[src/rtl/fifo_queue_search_delete_replace_defines.svh]
// Assertion macros for the queue's RTL, included by fqs_ctrl.sv.
`ifndef FIFO_QUEUE_SEARCH_DELETE_REPLACE_DEFINES_SVH
`define FIFO_QUEUE_SEARCH_DELETE_REPLACE_DEFINES_SVH

// Same-cycle implication, checked on every rising edge outside reset.
`define FQS_ASSERT_NOW(lbl, ante, cons, msg) \
  lbl: assert property (@(posedge clk) disable iff (!rst_n) (ante) |-> (cons)) else $error(msg);

// Next-cycle implication, checked on every rising edge outside reset.
`define FQS_ASSERT_NEXT(lbl, ante, cons, msg) \
  lbl: assert property (@(posedge clk) disable iff (!rst_n) (ante) |=> (cons)) else $error(msg);

`endif

[src/rtl/fqs_pkg.sv]
// Types, codes and constants shared by the search-and-delete queue.
package fqs_pkg;

  localparam int FQS_QUEUE_DEPTH = 16;
  localparam int FQS_WORD_BITS   = 32;
  localparam int FQS_COUNT_BITS  = 5;

  typedef logic [FQS_WORD_BITS-1:0] fqs_word_t;

  typedef enum logic [2:0] {
    OP_ENQUEUE = 3'd0,
    OP_DEQUEUE = 3'd1,
    OP_REMOVE  = 3'd2,
    OP_MODIFY  = 3'd3,
    OP_CLEAR   = 3'd4
  } fqs_op_t;

  typedef enum logic [1:0] {
    ST_OK      = 2'd0,
    ST_EMPTY   = 2'd1,
    ST_NOMATCH = 2'd2,
    ST_FULL    = 2'd3
  } fqs_status_t;

  typedef struct packed {
    fqs_op_t   operation;
    fqs_word_t item_word;
    fqs_word_t new_word;
  } fqs_request_t;

  typedef struct packed {
    fqs_word_t                 result_word;
    fqs_status_t               status;
    logic [FQS_COUNT_BITS-1:0] entry_count;
    fqs_word_t                 front_word;
    logic                      front_valid;
  } fqs_result_t;

  // Commands broadcast from the controller to every cell of the row.
  typedef struct packed {
    logic      capture;
    fqs_word_t cap_key;
    logic      shift_all;
    logic      remove;
    logic      replace;
    fqs_word_t repl_word;
    logic      append;
    fqs_word_t app_word;
  } fqs_cell_ctl_t;

endpackage

[src/rtl/fifo_queue_search_delete_replace.sv]
// Top level of the bounded word queue with search, delete and replace.
//
//   Channel  Signals                          Direction  Handshake
//   request  start, busy, in_request          in         taken when start is high and busy low
//   result   out_valid, out_result            out        one-cycle strobe, cannot be held off
//
// For each request, at the accepting edge every cell compares its word with the key and
// keeps a match flag; in the following cycle the row shifts, replaces or appends and the
// count is updated. The result is shown in the cycle after that, while busy is already
// low, so a new request may be accepted at the edge that ends the result cycle.
// The sequence follows from the registered match flags of the cell row, not from the depth.
// Reset is synchronous and active low; it empties the queue.
// The result side cannot stall, so every request yields exactly one strobed result.
module fifo_queue_search_delete_replace #(
  parameter int QUEUE_DEPTH = fqs_pkg::FQS_QUEUE_DEPTH
) (
  input  logic                 clk,
  input  logic                 rst_n,
  input  logic                 start,
  output logic                 busy,
  input  fqs_pkg::fqs_request_t in_request,
  output logic                 out_valid,
  output fqs_pkg::fqs_result_t out_result
);
  import fqs_pkg::*;

  localparam int CNT_W = $clog2(QUEUE_DEPTH + 1);

  fqs_cell_ctl_t          ctl;
  logic [QUEUE_DEPTH-1:0] cell_valid, cell_append;
  logic [CNT_W-1:0]       count;
  fqs_word_t              res_word;
  fqs_status_t            res_status;

  // Cell words, and two one-bit chains: one runs from the tail towards the head and tells
  // a cell whether a newer entry matched, the other runs from the head towards the tail
  // and tells it whether it sits at or beyond the oldest match.
  fqs_word_t              cell_word [QUEUE_DEPTH];
  logic [QUEUE_DEPTH:0]   above_chain;
  logic [QUEUE_DEPTH:0]   seen_chain;

  assign above_chain[QUEUE_DEPTH] = 1'b0;
  assign seen_chain[0]            = 1'b0;

  for (genvar i = 0; i < QUEUE_DEPTH; i++) begin : g_cell
    fqs_word_t right_word;
    // The last cell has no neighbour; the value it shifts in is never read as an entry.
    if (i == QUEUE_DEPTH - 1) begin : g_tail
      assign right_word = cell_word[i];
    end else begin : g_body
      assign right_word = cell_word[i+1];
    end

    fqs_cell u_cell (
      .clk        (clk),
      .rst_n      (rst_n),
      .ctl        (ctl),
      .valid_in   (cell_valid[i]),
      .append_in  (cell_append[i]),
      .right_word (right_word),
      .above_in   (above_chain[i+1]),
      .seen_in    (seen_chain[i]),
      .word       (cell_word[i]),
      .above_out  (above_chain[i]),
      .seen_out   (seen_chain[i+1])
    );
  end

  fqs_ctrl #(
    .QUEUE_DEPTH (QUEUE_DEPTH)
  ) u_ctrl (
    .clk         (clk),
    .rst_n       (rst_n),
    .start       (start),
    .req         (in_request),
    .hit         (above_chain[0]),
    .head_word   (cell_word[0]),
    .busy        (busy),
    .ctl         (ctl),
    .cell_valid  (cell_valid),
    .cell_append (cell_append),
    .count       (count),
    .res_valid   (out_valid),
    .res_word    (res_word),
    .res_status  (res_status)
  );

  // The count and the head cell already hold the state after the request.
  always_comb begin
    out_result.result_word = res_word;
    out_result.status      = res_status;
    out_result.entry_count = FQS_COUNT_BITS'(count);
    out_result.front_valid = (count != '0);
    out_result.front_word  = (count != '0) ? cell_word[0] : '0;
  end

endmodule

[src/rtl/fqs_cell.sv]
// One storage cell of the queue row: holds a word and its match flag.
module fqs_cell (
  input  logic                  clk,
  input  logic                  rst_n,
  input  fqs_pkg::fqs_cell_ctl_t ctl,
  input  logic                  valid_in,
  input  logic                  append_in,
  input  fqs_pkg::fqs_word_t    right_word,
  input  logic                  above_in,
  input  logic                  seen_in,
  output fqs_pkg::fqs_word_t    word,
  output logic                  above_out,
  output logic                  seen_out
);
  import fqs_pkg::*;

  fqs_word_t word_r, word_nxt;
  logic      match_r, match_nxt;
  logic      take_right, put_repl;

  // The newest match is the matching cell with no match further towards the tail.
  assign above_out  = above_in | match_r;
  assign seen_out   = seen_in | match_r;
  assign take_right = ctl.shift_all | (ctl.remove & ~above_in & seen_out);
  assign put_repl   = ctl.replace & match_r & ~above_in;
  assign word       = word_r;

  always_comb begin
    word_nxt  = word_r;
    match_nxt = match_r;
    if (ctl.capture) begin
      match_nxt = valid_in && (word_r == ctl.cap_key);
    end
    if (take_right) begin
      word_nxt = right_word;
    end else if (put_repl) begin
      word_nxt = ctl.repl_word;
    end else if (ctl.append && append_in) begin
      word_nxt = ctl.app_word;
    end
  end

  always_ff @(posedge clk) begin
    if (!rst_n) begin
      match_r <= 1'b0;
    end else begin
      match_r <= match_nxt;
    end
    word_r <= word_nxt;
  end

endmodule

[src/rtl/fqs_ctrl.sv]
// Sequencer of the queue: holds the count, decodes requests and forms results.
`include "fifo_queue_search_delete_replace_defines.svh"

module fqs_ctrl #(
  parameter int QUEUE_DEPTH = fqs_pkg::FQS_QUEUE_DEPTH,
  localparam int CNT_W      = $clog2(QUEUE_DEPTH + 1)
) (
  input  logic                   clk,
  input  logic                   rst_n,
  input  logic                   start,
  input  fqs_pkg::fqs_request_t  req,
  input  logic                   hit,
  input  fqs_pkg::fqs_word_t     head_word,
  output logic                   busy,
  output fqs_pkg::fqs_cell_ctl_t ctl,
  output logic [QUEUE_DEPTH-1:0] cell_valid,
  output logic [QUEUE_DEPTH-1:0] cell_append,
  output logic [CNT_W-1:0]       count,
  output logic                   res_valid,
  output fqs_pkg::fqs_word_t     res_word,
  output fqs_pkg::fqs_status_t   res_status
);
  import fqs_pkg::*;

  typedef enum logic {
    IDLE,
    EXEC
  } state_t;

  state_t      state_r, state_nxt;
  logic [CNT_W-1:0] count_r, count_nxt;
  fqs_op_t     op_r;
  fqs_word_t   key_r, repl_r;
  logic        out_valid_r, out_valid_nxt;
  fqs_word_t   res_word_r, res_word_nxt;
  fqs_status_t status_r, status_nxt;
  logic        accept, full, empty;

  assign accept = start && (state_r == IDLE);
  assign full   = (count_r == CNT_W'(QUEUE_DEPTH));
  assign empty  = (count_r == '0);

  for (genvar i = 0; i < QUEUE_DEPTH; i++) begin : g_pos
    assign cell_valid[i]  = (count_r > CNT_W'(i));
    assign cell_append[i] = (count_r == CNT_W'(i));
  end

  always_comb begin
    state_nxt     = state_r;
    count_nxt     = count_r;
    out_valid_nxt = 1'b0;
    res_word_nxt  = res_word_r;
    status_nxt    = status_r;
    ctl           = '0;
    ctl.capture   = accept;
    ctl.cap_key   = req.item_word;
    ctl.repl_word = repl_r;
    unique case (state_r)
      IDLE: begin
        if (accept) begin
          state_nxt = EXEC;
        end
      end
      EXEC: begin
        state_nxt     = IDLE;
        out_valid_nxt = 1'b1;
        res_word_nxt  = '0;
        status_nxt    = ST_OK;
        case (op_r)
          OP_ENQUEUE: begin
            if (full) begin
              status_nxt = ST_FULL;
            end else begin
              ctl.append   = 1'b1;
              ctl.app_word = key_r;
              count_nxt    = count_r + 1'b1;
            end
          end
          OP_DEQUEUE: begin
            if (empty) begin
              status_nxt = ST_EMPTY;
            end else begin
              ctl.shift_all = 1'b1;
              res_word_nxt  = head_word;
              count_nxt     = count_r - 1'b1;
            end
          end
          OP_REMOVE: begin
            // A matching entry always equals the key, so the key is the removed word.
            if (hit) begin
              ctl.remove   = 1'b1;
              res_word_nxt = key_r;
              count_nxt    = count_r - 1'b1;
            end else begin
              status_nxt = ST_NOMATCH;
            end
          end
          OP_MODIFY: begin
            if (hit) begin
              ctl.replace  = 1'b1;
              res_word_nxt = key_r;
            end else begin
              res_word_nxt = repl_r;
              if (full) begin
                status_nxt = ST_FULL;
              end else begin
                ctl.append   = 1'b1;
                ctl.app_word = repl_r;
                count_nxt    = count_r + 1'b1;
              end
            end
          end
          OP_CLEAR: begin
            count_nxt = '0;
          end
          default: begin
          end
        endcase
      end
      default: begin
        state_nxt = IDLE;
      end
    endcase
  end

  always_ff @(posedge clk) begin
    if (!rst_n) begin
      state_r     <= IDLE;
      count_r     <= '0;
      out_valid_r <= 1'b0;
    end else begin
      state_r     <= state_nxt;
      count_r     <= count_nxt;
      out_valid_r <= out_valid_nxt;
    end
    if (accept) begin
      op_r   <= req.operation;
      key_r  <= req.item_word;
      repl_r <= req.new_word;
    end
    res_word_r <= res_word_nxt;
    status_r   <= status_nxt;
  end

  assign busy       = (state_r == EXEC);
  assign count      = count_r;
  assign res_valid  = out_valid_r;
  assign res_word   = res_word_r;
  assign res_status = status_r;

  `FQS_ASSERT_NEXT(a_result_follows_exec, state_r == EXEC, out_valid_r, "no result after execution")
  `FQS_ASSERT_NOW(a_count_in_range, 1'b1, count_r <= CNT_W'(QUEUE_DEPTH), "count beyond depth")
  `FQS_ASSERT_NEXT(a_accept_goes_busy, accept, busy && !out_valid_r, "accepted request not executing")
  `FQS_ASSERT_NEXT(a_count_steps_by_one, state_r == EXEC && op_r != OP_CLEAR, count_r == $past(count_r) || count_r == $past(count_r) + 1'b1 || count_r == $past(count_r) - 1'b1, "count moved by more than one")
  `FQS_ASSERT_NOW(a_full_no_growth, out_valid_r && status_r == ST_FULL, count_r == CNT_W'(QUEUE_DEPTH), "full status while not full")

endmodule
[config.mk]
export PLATFORM = sky130hd
export DESIGN_NAME = fifo_queue_search_delete_replace
export DESIGN_NICKNAME = d
export VERILOG_FILES = /design/src/rtl/fqs_pkg.sv /design/src/rtl/fifo_queue_search_delete_replace.sv /design/src/rtl/fqs_cell.sv /design/src/rtl/fqs_ctrl.sv
export VERILOG_INCLUDE_DIRS = /design/src /design/src/rtl
export SDC_FILE = /design/constraint.sdc
export NUM_CORES = 1
export LEC_CHECK = 0
export ABC_AREA = 1
export BUFFER_PORTS_ARGS = -buffer_cell sky130_fd_sc_hd__buf_2
export CAP_MARGIN = 30
export CORE_MARGIN = 4
export CORE_UTILIZATION = 40
export DETAILED_ROUTE_END_ITERATION = 7
export GPL_TIMING_DRIVEN = 0
export PLACE_DENSITY_LB_ADDON = 0.05
export SLEW_MARGIN = 20
export SYNTH_ARGS = -nofsm -noshare
export SYNTH_HDL_FRONTEND = slang
export SYNTH_SLANG_ARGS = --single-unit
[constraint.sdc]
create_clock -name clk -period 5.55 [get_ports clk]
set_clock_uncertainty 0.05 [all_clocks]
set_input_delay 1.11 -clock clk [delete_from_list [all_inputs] [get_ports clk]]
set_output_delay 1.11 -clock clk [all_outputs]
set_load 0.01 [all_outputs]
==> reports/qor.yml, run 1 <==
clock_tree:
  clk_path_buf_depth: 3
  cts_buffers: 76
  h-tree-depth: 3
  cts_tree: "built"
  root_buffer: "clkbuf_16"
  postCtsSetupRepairBufs: 0
  cts_resized: 0
  ctsHoldBuffers: 0
  clk_pin_slew_ns: 0.06
  clock-sinks: 636
  clk_latency_ns: 0.67
critical_path:
  rrSetupSlack_ns: 0.39
  crit_buf_inv: 4
  critical_path.slowest_cell: "clkbuf_1"
  path_class: "flip-flop to primary output"
  crit_required_ns: 4.39
  crit_family: "buffers and inverters"
  worstPathCellList: "clkbuf_1 > inv_1 > ha_1 > nand2_1 > nor2_2 > clkbuf_1 > nor2_1 > buf_2"
  crit_path_end_kind: "primary output"
  start_kind: "flip-flop"
  critPathMaxStageDelay_ns: 0.70
  cp_common_cell: "clkbuf_1"
  rr_worst_depth: 12
  cp_max_fo: 10
  crit_cells: 8
  arrival_ns: 4.09
synth:
  synth_area_leaders: "edfxtp_1 53%, nand2_1 12%, o211ai_1 6.8%"
  ys.flop_type: "edfxtp_1"
  synth_top_area_share_pct: 52.5
  syn_nets: 3883
  ys_types: 50
  synth_cells: 3808
  yosys_warnings: 0
  netlist_area_um2: 35000
  ys_ff_latch: 636
  async_reset_ff_share_pct: 0
  synth_top_cell_by_area: "edfxtp_1"
  synth_edf_count: 613
  synth-seq-area-share_pct: 53.9
  synthMostInstantiatedCell: "nand2_1"
  synth_common_cells: "1116 x nand2_1, 613 x edfxtp_1, 315 x o211ai_1"
  synth.avg_cell_area_um2: 9.20
timing:
  fmax_mhz: 190
  worst_pin_slew_ns: 1.18
  rsz0062_at_grt: "false"
  period_share_pct: 94.6
  slew_viol_final: 0
  final_hold_viol_count: 0
  setup_viol: 0
  setup_tns_ns: 0
  period_minus_slack_ns: 5.25
  maxSlewHeadroom_pct: 20.7
final_layout:
  fillers: 8458
  final_cell_count_no_fill: 5329
  design.final.nets: 4181
  area_growth_pct: 15.7
  drive_gt1_share_pct: 12.4
power:
  power_density_nw_per_um2: 285
  p_leak_nw: 15.3
  ir_worst_vdd_mv: 0.215
grt:
  grt_overflow: 0
  grt_max_degree: 33
  grt_pass1_vias: 30675
  grt_usage_pct: 41.2
  grtUsageMet3_pct: 6.96
  grt_pass1_wl_um: 259000
  antenna_found_initial: 9
  use_met1_pct: 50.1
  grt_most_used_layer: "met2"
  met2_usage_pct: 64.1
routing:
  vias: 32980
  avgViaCountPerCell: 6.19
  wl_per_cell_um: 36.9
  drt_iter0_drc: 4396
  drc: 0
  ant_nets: 0
  wl_um: 197000
  drt_first_pass_iters: 6
status:
  status: "finished clean"
place:
  dp_hpwl_um: 161000
  portBuffers: 143
  globalplace.congestion: 1.06
  dp_cells: 5173
job:
  max_cap_violations: 0
die:
  start_util_pct: 40.3
  rows: 108
  dieWidth_um: 304
  io_pins: 144
  core_area_um2: 86900
  dieArea_um2: 92400
  die_h_um: 304
hold_path:
  hp-class: "flip-flop to flip-flop"
  worstHoldPathCells: 2
path summary, 6_finish.rpt:
kind,startpoint,endpoint
worst max-delay path,u_ctrl.count[1]$_SDFFE_PN0P_,out_result[29]
worst min-delay path,g_cell[8].u_cell.match_r$_SDFFE_PN0P_,g_cell[8].u_cell.match_r$_SDFFE_PN0P_
worst max register to register,u_ctrl.count[1]$_SDFFE_PN0P_,g_cell[0].u_cell.word[25]$_DFFE_PP_
worst min register to register,g_cell[8].u_cell.match_r$_SDFFE_PN0P_,g_cell[8].u_cell.match_r$_SDFFE_PN0P_
cell families after synthesis:
kind of cell	Yosys count	share of synthesized area (%)
adder cells (fa/ha/maj)	5	0.179
flip-flops	636	53.9
AO/OA/AOI/OAI	675	13.2
buffers and inverters	550	6.24
XOR/XNOR	218	5.45
AND/OR/NAND/NOR	1724	21.1
flip-flops by register name, indices dropped and copies added, names as in the netlist:
signal,cells
u_ctrl.count,5
u_ctrl.res_valid,1
g_cell.u_cell.word,512
u_ctrl.key_r,32
u_ctrl.busy,1
u_ctrl.repl_r,32
g_cell.u_cell.match_r,16
u_ctrl.op_r,3
u_ctrl.res_status,2
u_ctrl.res_word,32
through the flow:
step | power (W) | utilization (%) | area [um^2] | worst slack (ns) | hold slack, ns
6_report | 0.0116 | 46.6 | 40500 | 0.300 | 0.441
5_1_grt | 0.0117 | 46.6 | 40500 | 0.256 | 0.454
4_1_cts | 0.0115 | 46.5 | 40400 | 0.101 | 0.438
3_5_place_dp | 0.00661 | 43.8 | 38100 | 0.136 | 0.429
3_3_place_gp | 0.00657 | 42.8 | 37200 | -4.51 | 0.427
2_1_floorplan | 0.00595 | - | 35000 | 1.19 | 0.409
layout make-up:
cell class / count / area, um^2 / area share (%)
repair buffers: 220 / 1610 / 3.97
plain buffers: 256 / 1100 / 2.72
well taps: 1155 / 1450 / 3.57
flip-flops and latches: 636 / 18900 / 46.6
diodes: 4 / 10.0 / 0.0247
inverters: 294 / 1110 / 2.73
clock buffers: 100 / 2080 / 5.12
clock inverters: 42 / 270 / 0.667
multi-input cells: 2622 / 14000 / 34.6
report_power, final:
group / switching [W] / internal [W] / total, W
registers: 0.0000632 / 0.00531 / 0.00537
clock network: 0.00226 / 0.00273 / 0.00499
logic: 0.000938 / 0.000266 / 0.00120
worst register-to-register path, cell delays in order, from the launching register on:
cell        delay (ns)
dfxtp_1           0.36
clkbuf_1          0.34
inv_1             0.51
ha_1              0.31
nand2_1           0.10
nor3_1            0.79
inv_2             0.24
nand3_2           0.50
clkinvlp_4        0.54
nand2_1           0.17
nand4_1           0.46
buf_6             0.36
buf_6             0.18
per-layer routing:
metal	up-vias	part of all wire (%)	wire length [um]
met4	2	10	20600
met2	2186	44	87200
met5	-	0.0066	13
li1	14041	-	-
met3	608	8.7	17100
met1	16143	37	71800
cell usage in the layout, fill, tap and decap left out, types with 22 or more instances in the layout:
cell and count:
clkbuf_16 79, o2111ai_1 47, nand3_1 234, o211ai_1 315, nand4_1 67, dfxtp_1 22, nand2_2 24, clkbuf_1 162
o21ai_0 108, buf_4 31, a21oi_1 43, clkinv_1 41, buf_6 30, inv_1 251, o22ai_1 84, nor3_1 52
edfxtp_1 613, nor2_1 139, xnor2_1 59, xor2_1 159, nand2_1 1114, nor4_1 41, buf_2 228
(Power assumes the default switching activity.)
==> inputs of run 2 (changes only) <==
--- a/config.mk
+++ b/config.mk
@@ -9,6 +9,7 @@
 export ABC_AREA = 1
 export BUFFER_PORTS_ARGS = -buffer_cell sky130_fd_sc_hd__buf_2
 export CAP_MARGIN = 30
+export CORE_ASPECT_RATIO = 1.2
 export CORE_MARGIN = 4
 export CORE_UTILIZATION = 40
 export DETAILED_ROUTE_END_ITERATION = 7
==> run 2 against run 1 <==
Sequential share of layout area grew 0.22 points. Non-clock buffer count decreased by 6. Critical endpoint is now g_cell[2].u_cell.word[19]$_DFFE_PP_. The run now ends with negative setup slack left. Global-route usage up 0.62 points. Total power shrank 1.3%.
==> reports/qor.yml, run 2 (synthesis results as in run 1) <==
grt:
  grt_pass1_vias: 31234  # was 30675
  grt_overflow: 0  # unchanged
  grt_usage_pct: 41.8  # was 41.2%
  grt_max_degree: 33  # unchanged
  antenna_found_initial: 5  # was 9
  grt_pass1_wl_um: 262000  # was 259000 um
timing:
  slew_viol_final: 0  # unchanged
  setup_tns_ns: -4.12  # was 0 ns
  final_hold_viol_count: 0  # unchanged
  period_share_pct: 102  # was 94.6%
  layout_setup_ws_ns: -0.120  # was 0.300 ns
  worst_pin_slew_ns: 1.15  # was 1.18 ns
  rsz0062_at_grt: "false"  # unchanged
  period_minus_slack_ns: 5.67  # was 5.25 ns
  fmax_mhz: 176  # was 190 MHz
  setup_viol: 50  # was 0
  maxSlewHeadroom_pct: 23.6  # was 20.7%
place:
  portBuffers: 143  # unchanged
  dp_hpwl_um: 164000  # was 161000 um
  dp_slack_ns: 0.0467  # was 0.136 ns
  globalplace.congestion: 1.04  # was 1.06
die:
  die_h_um: 332  # was 304 um
  start_util_pct: 40.5  # was 40.3%
  io_pins: 144  # unchanged
  rows: 118  # was 108
  dieArea_um2: 92400  # about the same
  dieWidth_um: 278  # was 304 um
  core_area_um2: 86500  # was 86900 um^2
routing:
  ant_nets: 0  # unchanged
  vias: 33113  # was 32980
  drt_first_pass_iters: 7  # was 6
  drc: 0  # unchanged
  avgViaCountPerCell: 6.25  # was 6.19
  drt_iter0_drc: 4345  # was 4396
  wl_per_cell_um: 37.8  # was 36.9 um
  wl_um: 200000  # was 197000 um
critical_path:
  start_kind: "flip-flop"  # unchanged
  cp_max_fo: 18  # was 10
  arrival_ns: 6.01  # was 4.09 ns
  critPathMaxStageDelay_ns: 0.79  # was 0.70 ns
  rrSetupSlack_ns: -0.12  # was 0.39 ns
  cp_common_cell: "nand2_1"  # was clkbuf_1
  crit_path_end_kind: "flip-flop"  # was primary output
  path_class: "flip-flop to flip-flop"  # was flip-flop to primary output
  critical_path.slowest_cell: "nand3_1"  # was clkbuf_1
  worstPathCellList: "clkbuf_1 > inv_1 > ha_1 > nand2_1 > nor3_1 > inv_2 > nand3_1 > clkinvlp_4 > nand2_1 > nand3_2 > buf_16"  # was clkbuf_1 > inv_1 > ha_1 > nand2_1 > nor2_2 > clkbuf_1 > nor2_1 > buf_2
  crit_required_ns: 5.89  # was 4.39 ns
clock_tree:
  clock-sinks: 636  # unchanged
  clk_path_buf_depth: 3  # unchanged
  postCtsSetupRepairBufs: 0  # unchanged
  clk_latency_ns: 0.65  # was 0.67 ns
  root_buffer: "clkbuf_16"  # unchanged
  cts_buffers: 75  # was 76
  h-tree-depth: 3  # unchanged
  cts_tree: "built"  # unchanged
  clk_pin_slew_ns: 0.06  # about the same
final_layout:
  multiInputGateArea_um2: 14000  # unchanged
  final_cell_mix: "1114 x nand2_1, 613 x edfxtp_1, 315 x o211ai_1, 251 x inv_1, 235 x nand3_1"  # was 1114 x nand2_1, 613 x edfxtp_1, 315 x o211ai_1, 251 x inv_1, 234 x nand3_1
  fillers: 8568  # was 8458
  design.final.nets: 4174  # was 4181
  final_common_cell: "nand2_1"  # unchanged
  largest_reg_flops: 512  # unchanged
  area_growth_pct: 15.1  # was 15.7%
  drive_gt1_share_pct: 12.2  # was 12.4%
  register_area_um2: 18900  # unchanged
hold_path:
  hp-class: "flip-flop to flip-flop"  # unchanged
status:
  violations: "negative setup slack"
  status: "finished, violations left"  # was finished clean
power:
  ir_worst_vdd_mv: 0.235  # was 0.215 mV
  p_leak_nw: 15.2  # was 15.3 nW
  power_density_nw_per_um2: 283  # was 285 nW/um^2
  power_w: 0.0114  # was 0.0116 W
job:
  max_cap_violations: 0  # unchanged
-- run 2: cell types whose count changed in the layout (fill, tap and decap cells not counted), sizes merged --
cell / delta
diode: -3
buf: -6
clkinvlp: -1
bufinv: +1
clkinv: -6
-- run 2: layout make-up --
| type | instances | area share, % |
|---|---|---|
| clock buffers | 100 | 4.94 |
| inverters | 294 | 2.75 |
| well taps | 1140 | 3.54 |
| flip-flops and latches | 636 | 46.8 |
| plain buffers | 256 | 2.74 |
| multi-input cells | 2622 | 34.8 |
| repair buffers | 214 | 3.76 |
| clock inverters | 36 | 0.682 |
| diodes | 1 | 0.00620 |
-- run 2: repair_timing --
item,CTS,global route
hold buffers,0,0
endpoints found under the setup margin,0,87
gates resized for setup,0,1
-- run 2: final timing paths --
kind | startpoint | cells after the start | endpoint
max reg2reg | u_ctrl.count[1]$_SDFFE_PN0P_ | 11 | g_cell[2].u_cell.word[19]$_DFFE_PP_
min reg2reg | g_cell[3].u_cell.match_r$_SDFFE_PN0P_ | 2 | g_cell[3].u_cell.match_r$_SDFFE_PN0P_
min | g_cell[3].u_cell.match_r$_SDFFE_PN0P_ | 2 | g_cell[3].u_cell.match_r$_SDFFE_PN0P_
max | u_ctrl.count[1]$_SDFFE_PN0P_ | 11 | g_cell[2].u_cell.word[19]$_DFFE_PP_
-- run 2: routing by layer --
| metal | up-vias | part of all wire (%) | track usage, % |
|---|---|---|---|
| li1 | 14041 | - | - |
| met1 | 16092 | 34 | 46.7 |
| met2 | 2271 | 46 | 67.6 |
| met3 | 707 | 7.8 | 6.03 |
| met4 | 2 | 12 | 40.8 |
| met5 | - | 0.0065 | 0 |
-- run 2: through the flow --
stage / cells / instance area [um^2] / hold WS (ns) / util, %
detailed placement: 5149 / 37900 / 0.433 / 43.8
floorplan: 3808 / 35000 / 0.409 / -
global route: 5298 / 40300 / 0.462 / 46.6
CTS: 5285 / 40200 / 0.444 / 46.5
global placement: 5091 / 37200 / 0.426 / 43.0
finish: 5299 / 40300 / 0.444 / 46.6
-- run 2: report_power, final --
group          total [W]  internal (W)  switching [W]
Clock            0.00486       0.00267        0.00219
Sequential       0.00537       0.00531      0.0000631
Combinational    0.00119      0.000258       0.000933
-- run 2: critical path, delay by kind of cell, from the launching register on --
family,cells,cell delay [ns]
adders and majority gates,1,0.30
buffers and inverters,5,2.17
DFF,1,0.37
and+or+nand+nor,5,2.49
